==> src/design/assert_macros.svh <==
// Assertion helper macros used by the decode top module.
`ifndef ASSERT_MACROS_SVH
`define ASSERT_MACROS_SVH

// Implication checked at every clock edge outside reset.
`define ASSERT_IMPL(label, clk, rst_n, ante, cons) \
    label: assert property (@(posedge clk) disable iff (!rst_n) (ante) |-> (cons)) \
        else $error("assertion failed");

// Next-cycle implication checked outside reset.
`define ASSERT_NEXT(label, clk, rst_n, ante, cons) \
    label: assert property (@(posedge clk) disable iff (!rst_n) (ante) |=> (cons)) \
        else $error("assertion failed");

`endif

==> src/design/tswd_pkg.sv <==
// ----------------------------------------------------------------------------
// Trellis weight decode package
// Constants and types shared by the decode pipeline.
// ----------------------------------------------------------------------------
package tswd_pkg;

    localparam logic [31:0] MUL_CONST = 32'd89226354;
    localparam logic [31:0] ADD_CONST = 32'd64248484;
    localparam logic [31:0] AND_MASK  = 32'h8FFF_8FFF;
    localparam logic [31:0] XOR_MASK  = 32'h3B60_3B60;

    // Signed operand or sum in units of 2^-13; |sum| < 2^15.
    typedef logic signed [15:0] t_units;

    // Magnitude and sign after the add stage.
    typedef struct packed {
        logic        sign;
        logic [14:0] mag;
    } t_summag;

    // Decode a masked fp16 operand (exponent 12..15) into units.
    function automatic t_units half_to_units(input logic [15:0] h);
        logic [1:0]  sh;
        logic [14:0] mag;
        sh  = h[11:10];
        mag = {4'd0, 1'b1, h[9:0]} << sh;
        return h[15] ? -$signed({1'b0, mag}) : $signed({1'b0, mag});
    endfunction

endpackage

==> src/design/tswd_if.sv <==
// ----------------------------------------------------------------------------
// Stream interface
// Valid/ready channel carrying one 16-bit word.
// ----------------------------------------------------------------------------
interface tswd_if;
    logic        valid;
    logic        ready;
    logic [15:0] data;

    modport source (output valid, output data, input ready);
    modport sink   (input valid, input data, output ready);
endinterface

==> src/design/trellis_state_weight_decode_top.sv <==
// ----------------------------------------------------------------------------
// Trellis state weight decode
// Decodes one 16-bit trellis state into one fp16 weight per cycle when not stalled.
// ----------------------------------------------------------------------------
// One word enters per cycle unless stalled; the stages are the multiply, mask
// and unpack, add, leading-one and round register stages, plus the output
// register. The whole pipeline advances whenever its output register is
// empty or being taken, and halts as one while a waiting word is not taken.
module trellis_state_weight_decode_top
    import tswd_pkg::*;
(
    input  logic  i_clk,
    input  logic  i_rst_n,
    tswd_if.sink   s_in,
    tswd_if.source m_out
);
`include "assert_macros.svh"

    logic        w_en;
    logic        w_hv, w_rv;
    t_units      w_a, w_b;
    logic [15:0] w_half;
    logic        r_ov;
    logic [15:0] r_od;

    // Advance when the output register can take a word
    assign w_en       = !r_ov || m_out.ready;
    assign s_in.ready = w_en;

    tswd_hash u_hash (
        .i_clk(i_clk), .i_rst_n(i_rst_n), .i_en(w_en),
        .i_valid(s_in.valid), .i_state(s_in.data),
        .o_valid(w_hv), .o_a(w_a), .o_b(w_b)
    );

    tswd_round u_round (
        .i_clk(i_clk), .i_rst_n(i_rst_n), .i_en(w_en),
        .i_valid(w_hv), .i_a(w_a), .i_b(w_b),
        .o_valid(w_rv), .o_half(w_half)
    );

    // Hold the output word until taken
    always_ff @(posedge i_clk) begin
        if (!i_rst_n) begin
            r_ov <= 1'b0;
        end else if (w_en) begin
            r_ov <= w_rv;
        end
        if (w_en) begin
            r_od <= w_half;
        end
    end

    assign m_out.valid = r_ov;
    assign m_out.data  = r_od;

    `ASSERT_NEXT(a_hold, i_clk, i_rst_n, m_out.valid && !m_out.ready, m_out.valid && $stable(m_out.data))
    `ASSERT_IMPL(a_rdy, i_clk, i_rst_n, !m_out.valid, s_in.ready)
    `ASSERT_IMPL(a_exp, i_clk, i_rst_n, m_out.valid && (m_out.data[14:0] != 15'd0), m_out.data[14:10] != 5'd31)

endmodule

==> src/design/tswd_hash.sv <==
// ----------------------------------------------------------------------------
// State hash stage
// Multiply-add of the state, then mask and unpack into two operand units.
// ----------------------------------------------------------------------------
module tswd_hash
    import tswd_pkg::*;
(
    input  logic        i_clk,
    input  logic        i_rst_n,
    input  logic        i_en,
    input  logic        i_valid,
    input  logic [15:0] i_state,
    output logic        o_valid,
    output t_units      o_a,
    output t_units      o_b
);

    logic        r_v1, r_v2;
    logic [31:0] r_prod;
    t_units      r_a, r_b;
    logic [31:0] n_w;

    // Mask the hashed word
    always_comb begin
        n_w = ((r_prod + ADD_CONST) & AND_MASK) ^ XOR_MASK;
    end

    // Advance the two hash stages
    always_ff @(posedge i_clk) begin
        if (!i_rst_n) begin
            r_v1 <= 1'b0;
            r_v2 <= 1'b0;
        end else if (i_en) begin
            r_v1 <= i_valid;
            r_v2 <= r_v1;
        end
        if (i_en) begin
            r_prod <= {16'd0, i_state} * MUL_CONST;
            r_a    <= half_to_units(n_w[15:0]);
            r_b    <= half_to_units(n_w[31:16]);
        end
    end

    assign o_valid = r_v2;
    assign o_a     = r_a;
    assign o_b     = r_b;

endmodule

==> src/design/tswd_round.sv <==
// ----------------------------------------------------------------------------
// Add and round stages
// Sum the operands, find the leading one, round to fp16 nearest-even.
// ----------------------------------------------------------------------------
module tswd_round
    import tswd_pkg::*;
(
    input  logic        i_clk,
    input  logic        i_rst_n,
    input  logic        i_en,
    input  logic        i_valid,
    input  t_units      i_a,
    input  t_units      i_b,
    output logic        o_valid,
    output logic [15:0] o_half
);

    logic        r_v1, r_v2, r_v3;
    t_summag     r_sm;
    logic        r_sign, r_zero;
    logic [3:0]  r_p;
    logic [14:0] r_mag;
    logic [15:0] r_half;
    t_units      n_sum;
    logic [3:0]  n_p;
    logic [15:0] n_half;
    logic [14:0] n_norm;
    logic [11:0] n_sig;
    logic [4:0]  n_exp;
    logic        n_lsb, n_rnd, n_stk;

    // Sum the operands; the add stage register takes the magnitude
    always_comb begin
        n_sum = i_a + i_b;
    end

    // Find the leading one position
    always_comb begin
        n_p = 4'd0;
        for (int k = 0; k < 15; k++) begin
            if (r_sm.mag[k]) n_p = 4'(k);
        end
    end

    // Round to nearest even; p ranges 0..14, so the left shift is 0..14
    always_comb begin
        n_norm = r_mag << (4'd14 - r_p);
        n_lsb  = n_norm[4];
        n_rnd  = n_norm[3];
        n_stk  = |n_norm[2:0];
        n_sig  = {1'b0, n_norm[14:4]} + {11'd0, n_rnd & (n_stk | n_lsb)};
        n_exp  = 5'({1'b0, r_p} + 5'd2);
        if (n_sig[11]) begin
            n_exp = n_exp + 5'd1;
        end
        n_half = {r_sign, n_exp, n_sig[11] ? 10'd0 : n_sig[9:0]};
        if (r_zero) n_half = 16'd0;
    end

    always_ff @(posedge i_clk) begin
        if (!i_rst_n) begin
            r_v1 <= 1'b0;
            r_v2 <= 1'b0;
            r_v3 <= 1'b0;
        end else if (i_en) begin
            r_v1 <= i_valid;
            r_v2 <= r_v1;
            r_v3 <= r_v2;
        end
        if (i_en) begin
            r_sm.sign <= n_sum[15];
            r_sm.mag  <= n_sum[15] ? 15'(-n_sum) : n_sum[14:0];
            r_sign    <= r_sm.sign;
            r_zero    <= (r_sm.mag == 15'd0);
            r_p       <= n_p;
            r_mag     <= r_sm.mag;
            r_half    <= n_half;
        end
    end

    assign o_valid = r_v3;
    assign o_half  = r_half;

endmodule

==> src/flat_wrapper.sv <==
// flat-port wrapper written by rule: the top's interface ports become plain ports
module trellis_state_weight_decode_top_flat import tswd_pkg::*;
  (i_clk, i_rst_n, s_in_valid, s_in_data, s_in_ready, m_out_valid, m_out_data, m_out_ready);
  tswd_if s_in_i ();
  tswd_if m_out_i ();
  input  logic i_clk;
  input  logic i_rst_n;
  input wire logic [$bits(s_in_i.valid)-1:0] s_in_valid;
  input wire logic [$bits(s_in_i.data)-1:0] s_in_data;
  output wire logic [$bits(s_in_i.ready)-1:0] s_in_ready;
  output wire logic [$bits(m_out_i.valid)-1:0] m_out_valid;
  output wire logic [$bits(m_out_i.data)-1:0] m_out_data;
  input wire logic [$bits(m_out_i.ready)-1:0] m_out_ready;
  assign s_in_i.valid = s_in_valid;
  assign s_in_i.data = s_in_data;
  assign s_in_ready = s_in_i.ready;
  assign m_out_valid = m_out_i.valid;
  assign m_out_data = m_out_i.data;
  assign m_out_i.ready = m_out_ready;
  trellis_state_weight_decode_top u_core (.i_clk(i_clk), .i_rst_n(i_rst_n), .s_in(s_in_i), .m_out(m_out_i));
endmodule
==> config.mk <==
export PLATFORM = sky130hd
export DESIGN_NAME = trellis_state_weight_decode_top_flat
export DESIGN_NICKNAME = d
export VERILOG_FILES = /design/src/design/tswd_pkg.sv /design/src/design/tswd_if.sv /design/src/design/trellis_state_weight_decode_top.sv /design/src/design/tswd_hash.sv /design/src/design/tswd_round.sv /design/src/flat_wrapper.sv
export VERILOG_INCLUDE_DIRS = /design/src /design/src/design
export SDC_FILE = /design/constraint.sdc
export NUM_CORES = 1
export LEC_CHECK = 0
export BUFFER_PORTS_ARGS = -buffer_cell sky130_fd_sc_hd__buf_4
export CORE_MARGIN = 1
export CORE_UTILIZATION = 40
export CTS_BUF_LIST = sky130_fd_sc_hd__clkbuf_16
export DETAILED_ROUTE_END_ITERATION = 10
export SLEW_MARGIN = 20
export SYNTH_ARGS = -nofsm -noshare
export SYNTH_HDL_FRONTEND = slang
export SYNTH_SLANG_ARGS = --single-unit
==> constraint.sdc <==
create_clock -name i_clk -period 9 [get_ports i_clk]
set_clock_uncertainty 0.1 [all_clocks]
set_input_delay 1.35 -clock i_clk [delete_from_list [all_inputs] [get_ports i_clk]]
set_output_delay 1.35 -clock i_clk [all_outputs]
set_load 0.01 [all_outputs]
After elaboration in Yosys (flattened, before gate mapping):

Index checks and enable logic that the tools add are counted.
Widths: inputs -> output; s select.

* register bits after elaboration: 138
* output and inout port bits: 18
* input port bits: 20

* bitwise operators: 3
* multiply operators: 1
* shift-type cells: 3
* $add $sub $neg: 9
* muxes and demuxes: 17
* reduce and logical (&&, ||, !) cells: 7

Operators with widths (number)
* $mux 15: 3
* $add 32x26->32 const B: 1
* $neg 15->16: 2
* $mul 16x26->31 const B: 1
* $shl 11x2->15: 2
* $mux 4: 6
* $add 16x16->16: 1
* $logic_not 15->1: 1
* $neg 15->15: 1
* $shl 15x4->15: 1
* $add 11x1->12: 1
* $mux 3: 4
* $not 12->12: 1
* $reduce_or 7->1: 1
* $reduce_or 3->1: 2
* $add 4x2->5 const B: 1
* $add 5x1->5 const B: 1
* $mux 5: 1
* $mux 2: 2
* $sub 4x4->4 const A: 1
* $reduce_or 2->1: 1
* $and 1x1->1: 1
* $logic_not 1->1: 1
* $logic_or 1x1->1: 1
* other kinds (2): 2

Depth between registers and ports, before layout:

* depth after elaboration: 13
* mapped depth: 22
* depth with buffers taken out: 22

Cells and area by module:

A second synthesis with hierarchy kept.

* cells, all modules: 1367
* area total of the unflattened synthesis: 14009.7 um2

By module, submodules not included
* tswd_hash: area an instance 9459.1 um2, cells each 971, instances 1
* tswd_round: area an instance 4021.4 um2, cells each 376, instances 1
* trellis_state_weight_decode_top: area an instance 529.3 um2, cells each 20, instances 1

Worst setup path after synthesis:

OpenSTA, ideal clock, no wires.

* path type: input-to-output
* start point: input port m_out_ready
* end point: output port s_in_ready
* arrival time: 5296 ps
* data required time: 7550 ps
* cell stages on the path: 2
* path buffers: 1
* slack: 2254 ps
* path through: nand2b_1 clkbuf_1

* word-level cells in the longest chain between the ends: 1

Ends and longest elaborated chain
* from (decl): RTL line flat_wrapper.sv:13 `input wire logic [$bits(m_out_i.ready)-1:0] m_out_ready;`
* $logic_or 1x1->1: RTL line trellis_state_weight_decode_top.sv:27 `assign w_en = !r_ov || m_out.ready;`
* to (decl): RTL line flat_wrapper.sv:10 `output wire logic [$bits(s_in_i.ready)-1:0] s_in_ready;`

Every way passes these cells.

Worst setup path in the final report:

* start point: input port s_in_data[4]
* end point: register u_core.u_hash.r_prod[29], data pin

* word-level cells in the longest chain between the ends: 1

Ends and longest elaborated chain
* from (decl): RTL line flat_wrapper.sv:9 `input wire logic [$bits(s_in_i.data)-1:0] s_in_data;`
* $mul 16x26->31: RTL line tswd_hash.sv:38 `r_prod <= {16'd0, i_state} * MUL_CONST;`
* to (signal assigned): RTL line tswd_hash.sv:38
* to (decl): RTL line tswd_hash.sv:19 `logic [31:0] r_prod;`

Every way passes these cells.
A chain may end at the register's enable or synchronous reset.

==> results.toml <==
[grt]
antenna_found_initial = 0
grt_overflow_total = 0
grt_max_degree = 72
grt_pass1_vias = 9436
grt_pass1_wl_mm = 46.82
track_usage = 0.1649

[worst_setup_path]
crit_buf_inv = 5
crit_chain = "buf_4 -> inv_1 -> fa_1 -> fa_1 -> fa_1 -> inv_1 -> fa_1 -> fa_1 -> inv_1 -> fa_1 -> inv_1 -> ha_1 -> o21a_1 -> nor2_1 -> nor2_1 -> a21oi_1 -> o221ai_1 -> a41o_1 -> o41a_1 -> xor2_1"
crit_slowest_cell = "fa_1"
slowest_delay_ns = 0.56
worstPathArrival_ns = 6.92
worstPathMaxFanout = 7
path_class = "in -> reg"
startpoint_type = "input port"
cp-end-kind = "flip-flop"
cp_top_family = "adder cells"
cp_common_cell = "fa_1"
required_ns = 9.08

[cts]
clkLatencyLatePin_ns = 0.43
cts_root_buf = "clkbuf_16"
cts-htree-levels = 4
cts.clk_slew.worst_paths_ns = 0.07
numCtsBuffers = 17
post_cts_buffers = 0
clk_path_buf_depth = 2
cts_tree = "yes"
cts_sinks = 137
cts-resized-gates = 0
cts_hold_buf = 0

[layout]
area_delta_synth_final_pct = 9.718
drive_gt1_frac = 0.08753
final_nets = 1643
final_cells = 1819
n_antenna_cell = 0

[timing]
slew_headroom = 0.3353
tightest_slew_ns = 0.9900
slew_viol_final = 0
hold_violations = 0
setup_tns_ns = 0
worst_hold_slack_ns = 0.3210
max_freq_mhz = 146.0
rsz0062_at_grt = "no"
fin_crit_sh = 0.7608
finalSetupViolations = 0
post-route-min-period_ns = 6.847

[yosys]
post-synth-top-area-fraction = 0.2853
yosysUniqueCellTypes = 83
synthAdderAreaFrac = 0.3014
syn-num-nets = 1610
syn_area_per_cell_um2 = 10.41
yosysWarnings = 0
synthTopCellsByCount = "inv_1 (242), ha_1 (153), edfxtp_1 (131)"
yosys.area.top_type = "edfxtp_1"
ys_ff_latch = 137
synth_area_leaders = "edfxtp_1 (29%), fa_1 (16%), ha_1 (14%)"
syn-instance-count = 1325
async_flop_share = 0
synthXorXnorAreaFrac = 0.07350
ys.flop_type = "edfxtp_1"
yosys.cell_count.top_type = "inv_1"
syn_area_um2 = 13790
synth_top_family_by_area = "adder cells"
muxShareOfSynthArea = 0.04537
synth_enable_flop_cells = 131
yosysSeqAreaShare = 0.2940
synth_compound_area_frac = 0.1092
yosys.area_share.simple = 0.1001

[floorplanning]
coreArea_um2 = 33700
die_x_um = 187.7
core.rowCount = 67
io_pins = 38
initial_utilization = 0.4092
die-height_um = 187.7
dieArea_um2 = 35220

[place]
dp_hpwl_mm = 22.32
gp_congestion = 0.9045
io_buffers = 37
dpl.cell_count = 1786

[routing]
postRouteAntennaNets = 0
vias = 9161
first_iter_violations = 433
vias_per_cell = 5.036
routed_wirelength_mm = 27.26
routedWlPerCell_um = 14.98
detail_route.first_pass.iterations = 5
post-route-drc-count = 0

[run_status]
status = "finished, final reports clean"

[hold_path]
hold_class = "reg -> reg"

[run]
maxCapViolations = 0
==> through the flow <==
stage | utilization | setup WS [ns] | instance area, um^2
after floorplan | - | 2.254 | 13790
after global placement | 0.4307 | 1.800 | 14520
after detailed placement | 0.4307 | 1.718 | 14520
after CTS | 0.4485 | 2.173 | 15110
after global routing | 0.4489 | 1.910 | 15130
final | 0.4489 | 2.153 | 15130
==> logic make-up (layout without fill, tap and decap cells) <==
kind of cell / count (synthesis) / after routing
compound gates: 219 / 219
xor+xnor: 114 / 114
fa+ha+maj: 265 / 265
buf+inv: 270 / 316
flops: 137 / 137
mux: 45 / 45
simple gates: 275 / 275
==> cell usage in the layout (no fill, tap or decap), types with 8 or more instances in the layout <==
cell type  instances
inv_1            242
ha_1             153
edfxtp_1         131
fa_1             112
nor2_1            82
xnor2_1           72
a21oi_1           70
nand2_1           62
xor2_1            40
buf_4             40
o21ai_0           37
mux2i_1           26
nand3_1           25
nor3_1            20
clkbuf_16         17
a21o_1            14
mux4_2            13
nor2b_1           11
nand3b_1          10
a31oi_1            9
and2_1             9
nand2b_1           9
a211oi_1           8
or3_1              8
or2_2              8
o31ai_1            8
o211ai_1           8
==> sequential cells by signal (all words and copies together) (netlist names), 4 cells and up <==
| register | count |
|---|---|
| u_core.u_hash.r_prod | 31 |
| u_core.m_out.data | 16 |
| u_core.u_hash.o_b | 16 |
| u_core.u_round.o_half | 16 |
| u_core.u_round.r_sm | 16 |
| u_core.u_hash.o_a | 15 |
| u_core.u_round.r_mag | 15 |
| u_core.u_round.r_p | 4 |
==> path summary, 6_finish.rpt <==
kind	from	end	slack (ns)	cells after the start
setup / recovery	s_in_data[4]	u_core.u_hash.r_prod[29]$_DFFE_PP_	2.15	20
hold reg to reg	u_core.u_round.o_half[10]$_SDFFCE_PP0P_	u_core.m_out.data[10]$_DFFE_PP_	0.32	0
hold / removal	u_core.u_round.o_half[10]$_SDFFCE_PP0P_	u_core.m_out.data[10]$_DFFE_PP_	0.32	0
setup reg to reg	u_core.u_hash.r_prod[2]$_DFFE_PP_	u_core.u_hash.o_b[12]$_DFFE_PP_	4.76	12
==> layout make-up <==
type                            count  area (um^2)
Inverter                          243        912.1
Clock buffer                       17        425.4
Sequential cell                   137         4054
Fill cell                        3225        18570
Timing Repair Buffer               41        315.3
Tap cell                          448        560.5
Multi-Input combinational cell    918         8688
Clock inverter                     15        173.9
==> worst reg2reg max path, cell delays in order, from the launching register on <==
cell       delay [ns]
edfxtp_1         0.51
ha_1             0.33
a21oi_4          0.30
o2111ai_4        0.22
a2111oi_4        0.52
xor2_2           0.63
nand2_1          0.09
o21ai_0          0.12
nand2b_1         0.17
ha_1             0.21
o2111ai_1        0.19
o41ai_1          0.36
xnor2_1          0.21
==> metal layers <==
layer,wire (um),global-route usage,up-vias
met2,13890,0.2956,119
met5,0,0,-
met4,422,0.04315,0
met1,12300,0.2080,4405
met3,642,0.02152,27
li1,-,-,4610
Power is left out: the tool's default activity adds up to more than one toggle a clock period on the data nets, which glitch-free logic cannot reach.
